## config.mk

```make
export PLATFORM = sky130hd
export DESIGN_NAME = sprite_frame_sequencer
export DESIGN_NICKNAME = d
export VERILOG_FILES = /design/src/sfs_pkg.sv /design/src/sfs_ctrl.sv /design/src/sfs_dp.sv /design/src/sprite_frame_sequencer.sv
export SDC_FILE = /design/constraint.sdc
export NUM_CORES = 1
export LEC_CHECK = 0
export BUFFER_PORTS_ARGS = -buffer_cell sky130_fd_sc_hd__buf_4
export CAP_MARGIN = 0
export CORE_MARGIN = 5
export CORE_UTILIZATION = 49
export DETAILED_ROUTE_END_ITERATION = 8
export GPL_ROUTABILITY_DRIVEN = 0
export GPL_TIMING_DRIVEN = 1
export MAX_ROUTING_LAYER = met4
export PLACE_DENSITY_LB_ADDON = 0.3
export SLEW_MARGIN = 20
export SYNTH_ARGS = -nofsm -noshare
export SYNTH_HDL_FRONTEND = slang
export SYNTH_SLANG_ARGS = --single-unit
```

## constraint.sdc

```tcl
create_clock -name clk_i -period 5.3 [get_ports clk_i]
set_input_delay 0.795 -clock clk_i [delete_from_list [all_inputs] [get_ports clk_i]]
set_output_delay 0.795 -clock clk_i [all_outputs]
set_load 0.05 [all_outputs]
```

## src/sfs_pkg.sv

```systemverilog
`default_nettype none

package sfs_pkg;

  // Request codes carried in req_type.
  localparam logic [2:0] REQ_TICK   = 3'd0;
  localparam logic [2:0] REQ_PLAY   = 3'd1;
  localparam logic [2:0] REQ_PAUSE  = 3'd2;
  localparam logic [2:0] REQ_RESUME = 3'd3;
  localparam logic [2:0] REQ_STOP   = 3'd4;
  localparam logic [2:0] REQ_SET    = 3'd5;

  // Configuration register indexes.
  localparam int unsigned CFG_IDX_W = 4;
  localparam int unsigned CFG_DATA_W = 16;
  localparam logic [CFG_IDX_W-1:0] CFG_FRAMES_COUNT = 4'd0;
  localparam logic [CFG_IDX_W-1:0] CFG_FRAME_TIME   = 4'd1;
  localparam logic [CFG_IDX_W-1:0] CFG_RANGE_START  = 4'd2;
  localparam logic [CFG_IDX_W-1:0] CFG_RANGE_END    = 4'd3;

  typedef enum logic [1:0] {
    MODE_STOPPED = 2'd0,
    MODE_PLAYING = 2'd1,
    MODE_PAUSED  = 2'd2
  } mode_e;

  typedef enum logic [1:0] {
    ST_IDLE,
    ST_RUN,
    ST_DONE
  } ctrl_state_e;

  typedef struct packed {
    logic [2:0]  req_type;
    logic [15:0] elapsed_ms;
    logic        loop_enable;
    logic [15:0] repeat_target;
    logic [7:0]  frame_index;
  } in_item_t;

  typedef struct packed {
    logic [7:0]  shown_frame;
    logic [1:0]  play_state;
    logic [15:0] completed_plays;
  } out_item_t;

  typedef struct packed {
    logic exec;
    logic step;
    logic load;
  } dp_cmd_t;

  typedef struct packed {
    logic more;
  } dp_stat_t;

endpackage

`default_nettype wire

```

## src/sfs_ctrl.sv

```systemverilog
`default_nettype none

module sfs_ctrl (
  input  wire               clk_i,
  input  wire               rst_ni,
  input  wire               in_valid_i,
  output logic              in_stall_o,
  output logic              out_valid_o,
  input  wire               out_stall_i,
  input  sfs_pkg::dp_stat_t stat_i,
  output sfs_pkg::dp_cmd_t  cmd_o
);

  sfs_pkg::ctrl_state_e state_q, state_d;
  logic out_valid_q, out_valid_d;

  always_ff @(posedge clk_i or negedge rst_ni) begin
    if (!rst_ni) begin
      state_q     <= sfs_pkg::ST_IDLE;
      out_valid_q <= 1'b0;
    end else begin
      state_q     <= state_d;
      out_valid_q <= out_valid_d;
    end
  end

  always_comb begin
    state_d    = state_q;
    in_stall_o = 1'b1;
    cmd_o      = '0;
    unique case (state_q)
      sfs_pkg::ST_IDLE: begin
        in_stall_o = 1'b0;
        if (in_valid_i) begin
          cmd_o.exec = 1'b1;
          state_d    = sfs_pkg::ST_RUN;
        end
      end
      sfs_pkg::ST_RUN: begin
        // One frame advance per cycle until the accumulator drops below a frame time or playback stops.
        if (stat_i.more) begin
          cmd_o.step = 1'b1;
        end else begin
          state_d = sfs_pkg::ST_DONE;
        end
      end
      sfs_pkg::ST_DONE: begin
        if (!out_valid_q || !out_stall_i) begin
          cmd_o.load = 1'b1;
          state_d    = sfs_pkg::ST_IDLE;
        end
      end
      default: begin
        state_d = sfs_pkg::ST_IDLE;
      end
    endcase
  end

  always_comb begin
    out_valid_d = out_valid_q && out_stall_i;
    if (cmd_o.load) begin
      out_valid_d = 1'b1;
    end
  end

  assign out_valid_o = out_valid_q;

endmodule

`default_nettype wire

```

## src/sfs_dp.sv

```systemverilog
`default_nettype none

module sfs_dp #(
  parameter int MAX_FRAMES = 256
) (
  input  wire                                clk_i,
  input  wire                                rst_ni,
  input  wire                                cfg_we_i,
  input  wire [sfs_pkg::CFG_IDX_W-1:0]       cfg_index_i,
  input  wire [sfs_pkg::CFG_DATA_W-1:0]      cfg_data_i,
  input  sfs_pkg::in_item_t                  in_item_i,
  input  sfs_pkg::dp_cmd_t                   cmd_i,
  output sfs_pkg::dp_stat_t                  stat_o,
  output sfs_pkg::out_item_t                 out_item_o
);

  logic [8:0]  frames_count_q;
  logic [15:0] frame_time_q;
  logic [7:0]  range_start_q;
  logic [7:0]  range_end_q;

  logic [7:0]     frame_q, frame_d;
  sfs_pkg::mode_e mode_q, mode_d;
  logic [16:0]    accum_q, accum_d;
  logic [15:0]    pass_q, pass_d;
  logic           loop_q, loop_d;
  logic [15:0]    target_q, target_d;
  logic           tick_q, tick_d;
  sfs_pkg::out_item_t out_q;

  logic [16:0] ft;
  logic [8:0]  next_frame;
  logic        wrap;
  logic [15:0] pass_inc;
  logic        halt;

  always_ff @(posedge clk_i or negedge rst_ni) begin
    if (!rst_ni) begin
      frames_count_q <= 9'd256;
      frame_time_q   <= 16'd100;
      range_start_q  <= 8'd0;
      range_end_q    <= 8'd255;
    end else if (cfg_we_i) begin
      unique case (cfg_index_i)
        sfs_pkg::CFG_FRAMES_COUNT: frames_count_q <= cfg_data_i[8:0];
        sfs_pkg::CFG_FRAME_TIME:   frame_time_q   <= cfg_data_i;
        sfs_pkg::CFG_RANGE_START:  range_start_q  <= cfg_data_i[7:0];
        sfs_pkg::CFG_RANGE_END:    range_end_q    <= cfg_data_i[7:0];
        default: ;
      endcase
    end
  end

  // A frame time of zero counts as one millisecond.
  assign ft         = (frame_time_q == '0) ? 17'd1 : {1'b0, frame_time_q};
  assign next_frame = {1'b0, frame_q} + 9'd1;
  assign wrap       = next_frame > {1'b0, range_end_q};
  assign pass_inc   = (pass_q == 16'hFFFF) ? pass_q : pass_q + 16'd1;
  assign halt       = !loop_q && (target_q != '0) && (pass_inc >= target_q);

  assign stat_o.more = tick_q && (mode_q == sfs_pkg::MODE_PLAYING) && (accum_q >= ft);

  always_comb begin
    frame_d  = frame_q;
    mode_d   = mode_q;
    accum_d  = accum_q;
    pass_d   = pass_q;
    loop_d   = loop_q;
    target_d = target_q;
    tick_d   = tick_q;
    if (cmd_i.exec) begin
      tick_d = (in_item_i.req_type == sfs_pkg::REQ_TICK);
      unique case (in_item_i.req_type)
        sfs_pkg::REQ_TICK: begin
          if (mode_q == sfs_pkg::MODE_PLAYING) begin
            accum_d = accum_q + {1'b0, in_item_i.elapsed_ms};
          end
        end
        sfs_pkg::REQ_PLAY: begin
          loop_d   = in_item_i.loop_enable;
          target_d = in_item_i.repeat_target;
          pass_d   = '0;
          mode_d   = sfs_pkg::MODE_PLAYING;
          accum_d  = '0;
        end
        sfs_pkg::REQ_PAUSE: begin
          if (mode_q == sfs_pkg::MODE_PLAYING) begin
            mode_d = sfs_pkg::MODE_PAUSED;
          end
        end
        sfs_pkg::REQ_RESUME: begin
          if (mode_q == sfs_pkg::MODE_PAUSED) begin
            mode_d = sfs_pkg::MODE_PLAYING;
          end
        end
        sfs_pkg::REQ_STOP: begin
          mode_d  = sfs_pkg::MODE_STOPPED;
          frame_d = range_start_q;
          accum_d = '0;
          pass_d  = '0;
        end
        sfs_pkg::REQ_SET: begin
          if (({1'b0, in_item_i.frame_index} < frames_count_q) &&
              (32'(in_item_i.frame_index) < MAX_FRAMES)) begin
            frame_d = in_item_i.frame_index;
          end
        end
        default: ;
      endcase
    end else if (cmd_i.step) begin
      accum_d = accum_q - ft;
      if (wrap) begin
        pass_d = pass_inc;
        if (halt) begin
          // The repeat target is reached: hold the last frame and drop leftover time.
          mode_d  = sfs_pkg::MODE_STOPPED;
          frame_d = range_end_q;
          accum_d = '0;
        end else begin
          frame_d = range_start_q;
        end
      end else begin
        frame_d = next_frame[7:0];
      end
    end
  end

  always_ff @(posedge clk_i or negedge rst_ni) begin
    if (!rst_ni) begin
      frame_q  <= '0;
      mode_q   <= sfs_pkg::MODE_STOPPED;
      accum_q  <= '0;
      pass_q   <= '0;
      loop_q   <= 1'b1;
      target_q <= '0;
      tick_q   <= 1'b0;
    end else begin
      frame_q  <= frame_d;
      mode_q   <= mode_d;
      accum_q  <= accum_d;
      pass_q   <= pass_d;
      loop_q   <= loop_d;
      target_q <= target_d;
      tick_q   <= tick_d;
    end
  end

  always_ff @(posedge clk_i) begin
    if (cmd_i.load) begin
      out_q.shown_frame     <= frame_q;
      out_q.play_state      <= mode_q;
      out_q.completed_plays <= pass_q;
    end
  end

  assign out_item_o = out_q;

endmodule

`default_nettype wire

```

## src/sprite_frame_sequencer.sv

```systemverilog
`default_nettype none

// Sprite animation frame sequencer. Each accepted item is one event (tick, play, pause,
// resume, stop or set frame) and yields exactly one result carrying the shown frame, the
// play state and the saturating completed-play count. Items are handled one at a time.
// A non-tick event passes through the idle, run and done states; its result is loaded
// in the done state once the output register is free. A tick stays in the run state
// while a frame time is left and playback goes on, as the shared subtract-and-advance
// step retires one frame time per cycle from the 17-bit accumulator. The
// result sits in an output register, so a new item is taken while a finished result
// still waits on a stalled output; a second finished result waits until that register
// is free. Configuration registers are always ready and must be written only while idle.
module sprite_frame_sequencer #(
  parameter int MAX_FRAMES = 256
) (
  input  wire                            clk_i,
  input  wire                            rst_ni,
  input  wire                            cfg_valid_i,
  output logic                           cfg_ready_o,
  input  wire [sfs_pkg::CFG_IDX_W-1:0]   cfg_index_i,
  input  wire [sfs_pkg::CFG_DATA_W-1:0]  cfg_data_i,
  input  wire                            in_valid_i,
  output logic                           in_stall_o,
  input  sfs_pkg::in_item_t              in_item_i,
  output logic                           out_valid_o,
  input  wire                            out_stall_i,
  output sfs_pkg::out_item_t             out_item_o
);

  sfs_pkg::dp_cmd_t  cmd;
  sfs_pkg::dp_stat_t stat;

  assign cfg_ready_o = 1'b1;

  sfs_ctrl u_ctrl (
    .clk_i       (clk_i),
    .rst_ni      (rst_ni),
    .in_valid_i  (in_valid_i),
    .in_stall_o  (in_stall_o),
    .out_valid_o (out_valid_o),
    .out_stall_i (out_stall_i),
    .stat_i      (stat),
    .cmd_o       (cmd)
  );

  sfs_dp #(
    .MAX_FRAMES (MAX_FRAMES)
  ) u_dp (
    .clk_i       (clk_i),
    .rst_ni      (rst_ni),
    .cfg_we_i    (cfg_valid_i && cfg_ready_o),
    .cfg_index_i (cfg_index_i),
    .cfg_data_i  (cfg_data_i),
    .in_item_i   (in_item_i),
    .cmd_i       (cmd),
    .stat_o      (stat),
    .out_item_o  (out_item_o)
  );

endmodule

`default_nettype wire

```

==> Implementation_results.wiki <==
{| class="wikitable"
! Metric !! Value
|-
| CTS Sinks || 131
|-
| Total count of hold-check failures in the final report || 0
|-
| Quantity of gates resized following cts || 0
|-
| Final Routed Wirelength || 20.15 mm
|-
| Quantity of I/O buffers inserted on ports || 96
|-
| Violation count after the first detailed-route iteration || 489
|-
| Overall die width || 139.5 um
|-
| Switching part of the total power || 0.4199
|-
| Num CTS Buffers || 17
|-
| Yosys top cell area share || 0.2800
|-
| Minimum clock period after layout || 4.417 ns
|-
| Level count of the clock H-tree || 4
|-
| Share of cells above drive strength 1 || 0.2265
|-
| Fraction of met3 tracks used by global routing || 0.04803
|-
| Via count || 6666
|-
| Part of the Yosys area used for sequential elements || 0.4165
|-
| Worst rel slew slack || 0.3865
|-
| Number of search-and-repair iterations in the first detailed-routing pass || 5
|-
| Worst R2R End || u_dp.accum_q[9]
|-
| Part of the total power dissipated in sequential elements || 0.310
|-
| Global routing's busiest layer || met2
|-
| Worst R2R Setup Slack || around 0.88 ns
|-
| Mean routed wirelength per cell || 17.30 um
|-
| Static leakage || around 4.4 nW
|-
| Tightest Hold Check Type || flop to flop
|-
| Internal power of the cells || 3.275 mW
|-
| Gr usage total || 0.2166
|-
| Die Footprint || 0.01947 mm^2
|-
| Number of enable flip-flop cells after synthesis || 26
|-
| Post-DP HPWL || between 15 and 20 mm
|-
| Met2 GRT Util || 0.3511
|-
| Die height || between 100 and 150 um
|-
| Clock Skew || 0.008340 ns
|-
| Initial core utilization || 0.4976
|-
| Top cells by area in the synthesized netlist || sky130_fd_sc_hd__dfrtp_1, sky130_fd_sc_hd__ha_1, sky130_fd_sc_hd__edfxtp_1
|-
| Worst path required time || 5.64 ns
|-
| Synthesized net count || 974
|-
| Warnings from Yosys || 0
|-
| Most area-hungry cell type in the Yosys netlist || sky130_fd_sc_hd__dfrtp_1
|-
| Synthesized area divided by synthesized cell count || 9.824 um^2
|-
| Number of distinct library cells after synthesis || 71
|-
| Synth Instances || 837
|-
| Number of antenna violations at the first check in global routing || 0
|-
| Measured slew at the worst slew-check pin || a little over 0.9 ns
|-
| Hold bufs inserted after CTS || 0
|-
| Total of endpoints with negative setup slack in the final report || 0
|-
| Average via count per standard cell || 5.722
|-
| Global-route wire length before repair || around 33 mm
|-
| Post-Route Hold Slack || 0.4772 ns
|-
| Largest voltage drop on the vdd net || around 0.00029 V
|-
| Setup Crit Path Kind || flop to flop
|-
| Number of maximum-capacitance constraint violations || 0
|-
| CTS tree || built
|-
| DRT antenna net count || 0
|-
| Synth cell count leaders || sky130_fd_sc_hd__dfrtp_1, sky130_fd_sc_hd__nand2_1, sky130_fd_sc_hd__ha_1
|-
| Fill cell instance count of the final layout || between 1000 and 1500
|-
| Via count of the first global-routing pass || 6559
|-
| Fin nets || 1069
|-
| Peak clock frequency supported by timing || about 230 MHz
|-
| Critical hold path startpoint || u_dp.tick_q
|-
| I/O pin total || around 100
|-
| Placeable core region || between 0.015 and 0.02 mm^2
|-
| Synthesized cell area || between 0.008 and 0.009 mm^2
|-
| Standard-cell rows || 47
|-
| Most common cell in the netlist || sky130_fd_sc_hd__dfrtp_1
|-
| Register-to-Register Path Depth || 16
|-
| Pin count of the biggest net entering global routing || 70
|-
| Fraction of met1 tracks used by global routing || 0.2736
|-
| Clock transition at the registers of the reported paths || 0.06 ns
|-
| Final period util || 0.8334
|-
| Min-Delay Path Depth || 2
|-
| Total Negative Setup Slacks || 0 ns
|-
| Async S/R FF share, synth || 0.8015
|-
| Critical path launch point type || flop
|-
| Total overflow reported by the global router || 0
|-
| Total DRC errors in the routed layout || 0
|-
| Highest net fanout along the worst path || 14
|-
| Clock share of power || 0.198
|-
| Antenna fix cells || 0
|-
| Crit. End Element || flop
|-
| Root Driver || sky130_fd_sc_hd__clkbuf_16
|-
| Area delta synth->final || 18.27%
|-
| Pwr dens || 580.5 mW/mm^2
|-
| Clock latency reported for the late side of the worst-skew pair || 0.42 ns
|-
| Combinational share of power || 0.493
|-
| Unrepaired setup endpoints after global routing || no
|-
| Post-CTS Setup Repair Bufs || 0
|-
| Hold endpoint || u_dp.tick_q
|-
| Max Slew Vio Count || 0
|-
| Predominant post-synthesis flop cell || sky130_fd_sc_hd__dfrtp_1
|-
| Startpoint of the most critical register-to-register path || u_dp.pass_q[0]
|-
| Net Switching || 2.371 mW
|-
| Data arrival time of the critical path || 4.76 ns
|-
| Clock Tree Buf Depth || 2
|-
| Status || complete, no violations
|-
| FF+latch count, synth || 131
|}
==> routing by layer <==
layer	vias to the layer above	wire, um
li1	3255	-
met1	3183	8733
met2	202	9854
met3	26	1214
met4	0	349
met5	-	0
==> cell families (layout without fill, tap and decap cells) <==
group | count (synthesis) | after routing | share of synthesized area
xor+xnor | 41 | 41 | 0.04367
mux | 57 | 57 | 0.07639
buf+inv | 91 | 199 | 0.04580
compound gates | 223 | 223 | 0.1782
fa+ha+maj | 68 | 68 | 0.1053
simple gates | 225 | 225 | 0.1338
flops | 131 | 131 | 0.4165
other cells | 1 | 1 | 0.0004560
==> worst max-delay path by stage <==
stage / slack [ns] / endpoint / start
after floorplan: 1.35 / u_dp.mode_q[1] / u_dp.pass_q[0]
after global placement: 1.04 / u_dp.accum_q[9] / u_dp.pass_q[0]
after detailed placement: 0.95 / u_dp.mode_q[1] / u_dp.pass_q[0]
after CTS: 0.93 / u_dp.mode_q[1] / u_dp.pass_q[0]
after global routing: 0.49 / u_dp.accum_q[13] / u_dp.pass_q[0]
final: 0.88 / u_dp.accum_q[9] / u_dp.pass_q[0]
==> critical path: stages, from the launching register on <==
cell and delay [ns]:
sky130_fd_sc_hd__dfrtp_1 0.45, sky130_fd_sc_hd__ha_1 0.25, sky130_fd_sc_hd__nand3_1 0.18, sky130_fd_sc_hd__or4_4 0.50, sky130_fd_sc_hd__nor3_4 0.34, sky130_fd_sc_hd__nor2_2 0.13
sky130_fd_sc_hd__and2_4 0.20, sky130_fd_sc_hd__nand3_1 0.12, sky130_fd_sc_hd__xnor2_1 0.14, sky130_fd_sc_hd__ha_1 0.28, sky130_fd_sc_hd__a21oi_1 0.14, sky130_fd_sc_hd__o21ai_0 0.10
sky130_fd_sc_hd__a211oi_1 0.25, sky130_fd_sc_hd__a31o_2 0.39, sky130_fd_sc_hd__a21o_1 0.50, sky130_fd_sc_hd__a22oi_1 0.18, sky130_fd_sc_hd__a21oi_1 0.17
==> sequential cells by signal, summed over array words and instances (netlist names), 2 cells and up <==
name and flops:
u_dp.accum_q 17, u_dp.frames_count_q 9, u_dp.mode_q 2, u_dp.pass_q 16
u_dp.target_q 16, u_dp.range_start_q 8, u_dp.out_item_o 26, u_dp.frame_q 8
u_ctrl.state_q 2, u_dp.frame_time_q 16, u_dp.range_end_q 8
==> area by class of cell <==
type / count / area [um^2] / area share
clock inverters: 6 / 41.29 / 0.004245
inverters: 63 / 236.5 / 0.02431
multi-input cells: 615 / 4436 / 0.4561
well taps: 220 / 275.3 / 0.02830
repair buffers: 104 / 780.7 / 0.08028
flip-flops and latches: 131 / 3425 / 0.3521
clock buffers: 26 / 531.8 / 0.05468
==> power by group through the flow <==
| stage | logic, mW | registers [mW] | clock network [mW] |
|---|---|---|---|
| 6_report | 2.78 | 1.75 | 1.12 |
| 5_1_grt | 3.11 | 1.80 | 1.18 |
| 4_1_cts | 2.78 | 1.74 | 1.13 |
| 3_5_place_dp | 2.75 | 1.76 | 0 |
| 3_3_place_gp | 2.71 | 1.75 | 0 |
| 2_1_floorplan | 1.98 | 1.83 | 0 |
==> metrics by stage <==
stage | utilization | worst slack, ns | area (um^2) | power [mW] | cells
3_3_place_gp | 0.5539 | 1.036 | 9153 | 4.460 | 1133
6_report | 0.5886 | 0.8831 | 9726 | 5.645 | 1165
4_1_cts | 0.5886 | 0.9285 | 9726 | 5.655 | 1165
3_5_place_dp | 0.5539 | 0.9539 | 9153 | 4.505 | 1133
5_1_grt | 0.5886 | 0.4857 | 9726 | 6.089 | 1165
2_1_floorplan | - | 1.355 | 8223 | 3.808 | 837
==> placed cells by master (no fill, tap or decap), types with 10 or more instances in the layout <==
cell and n:
sky130_fd_sc_hd__a21o_1 18, sky130_fd_sc_hd__a21oi_1 38, sky130_fd_sc_hd__a31oi_1 13, sky130_fd_sc_hd__buf_4 104
sky130_fd_sc_hd__clkbuf_16 19, sky130_fd_sc_hd__dfrtp_1 92, sky130_fd_sc_hd__dfstp_2 13, sky130_fd_sc_hd__edfxtp_1 26
sky130_fd_sc_hd__ha_1 66, sky130_fd_sc_hd__inv_1 62, sky130_fd_sc_hd__mux2_2 46, sky130_fd_sc_hd__mux2i_1 11
sky130_fd_sc_hd__nand2_1 70, sky130_fd_sc_hd__nand3_1 28, sky130_fd_sc_hd__nor2_1 52, sky130_fd_sc_hd__nor3_1 15
sky130_fd_sc_hd__nor4_1 10, sky130_fd_sc_hd__o21ai_0 64, sky130_fd_sc_hd__xnor2_1 27, sky130_fd_sc_hd__xor2_1 14
No activity file was read; power rests on OpenSTA's default activity.
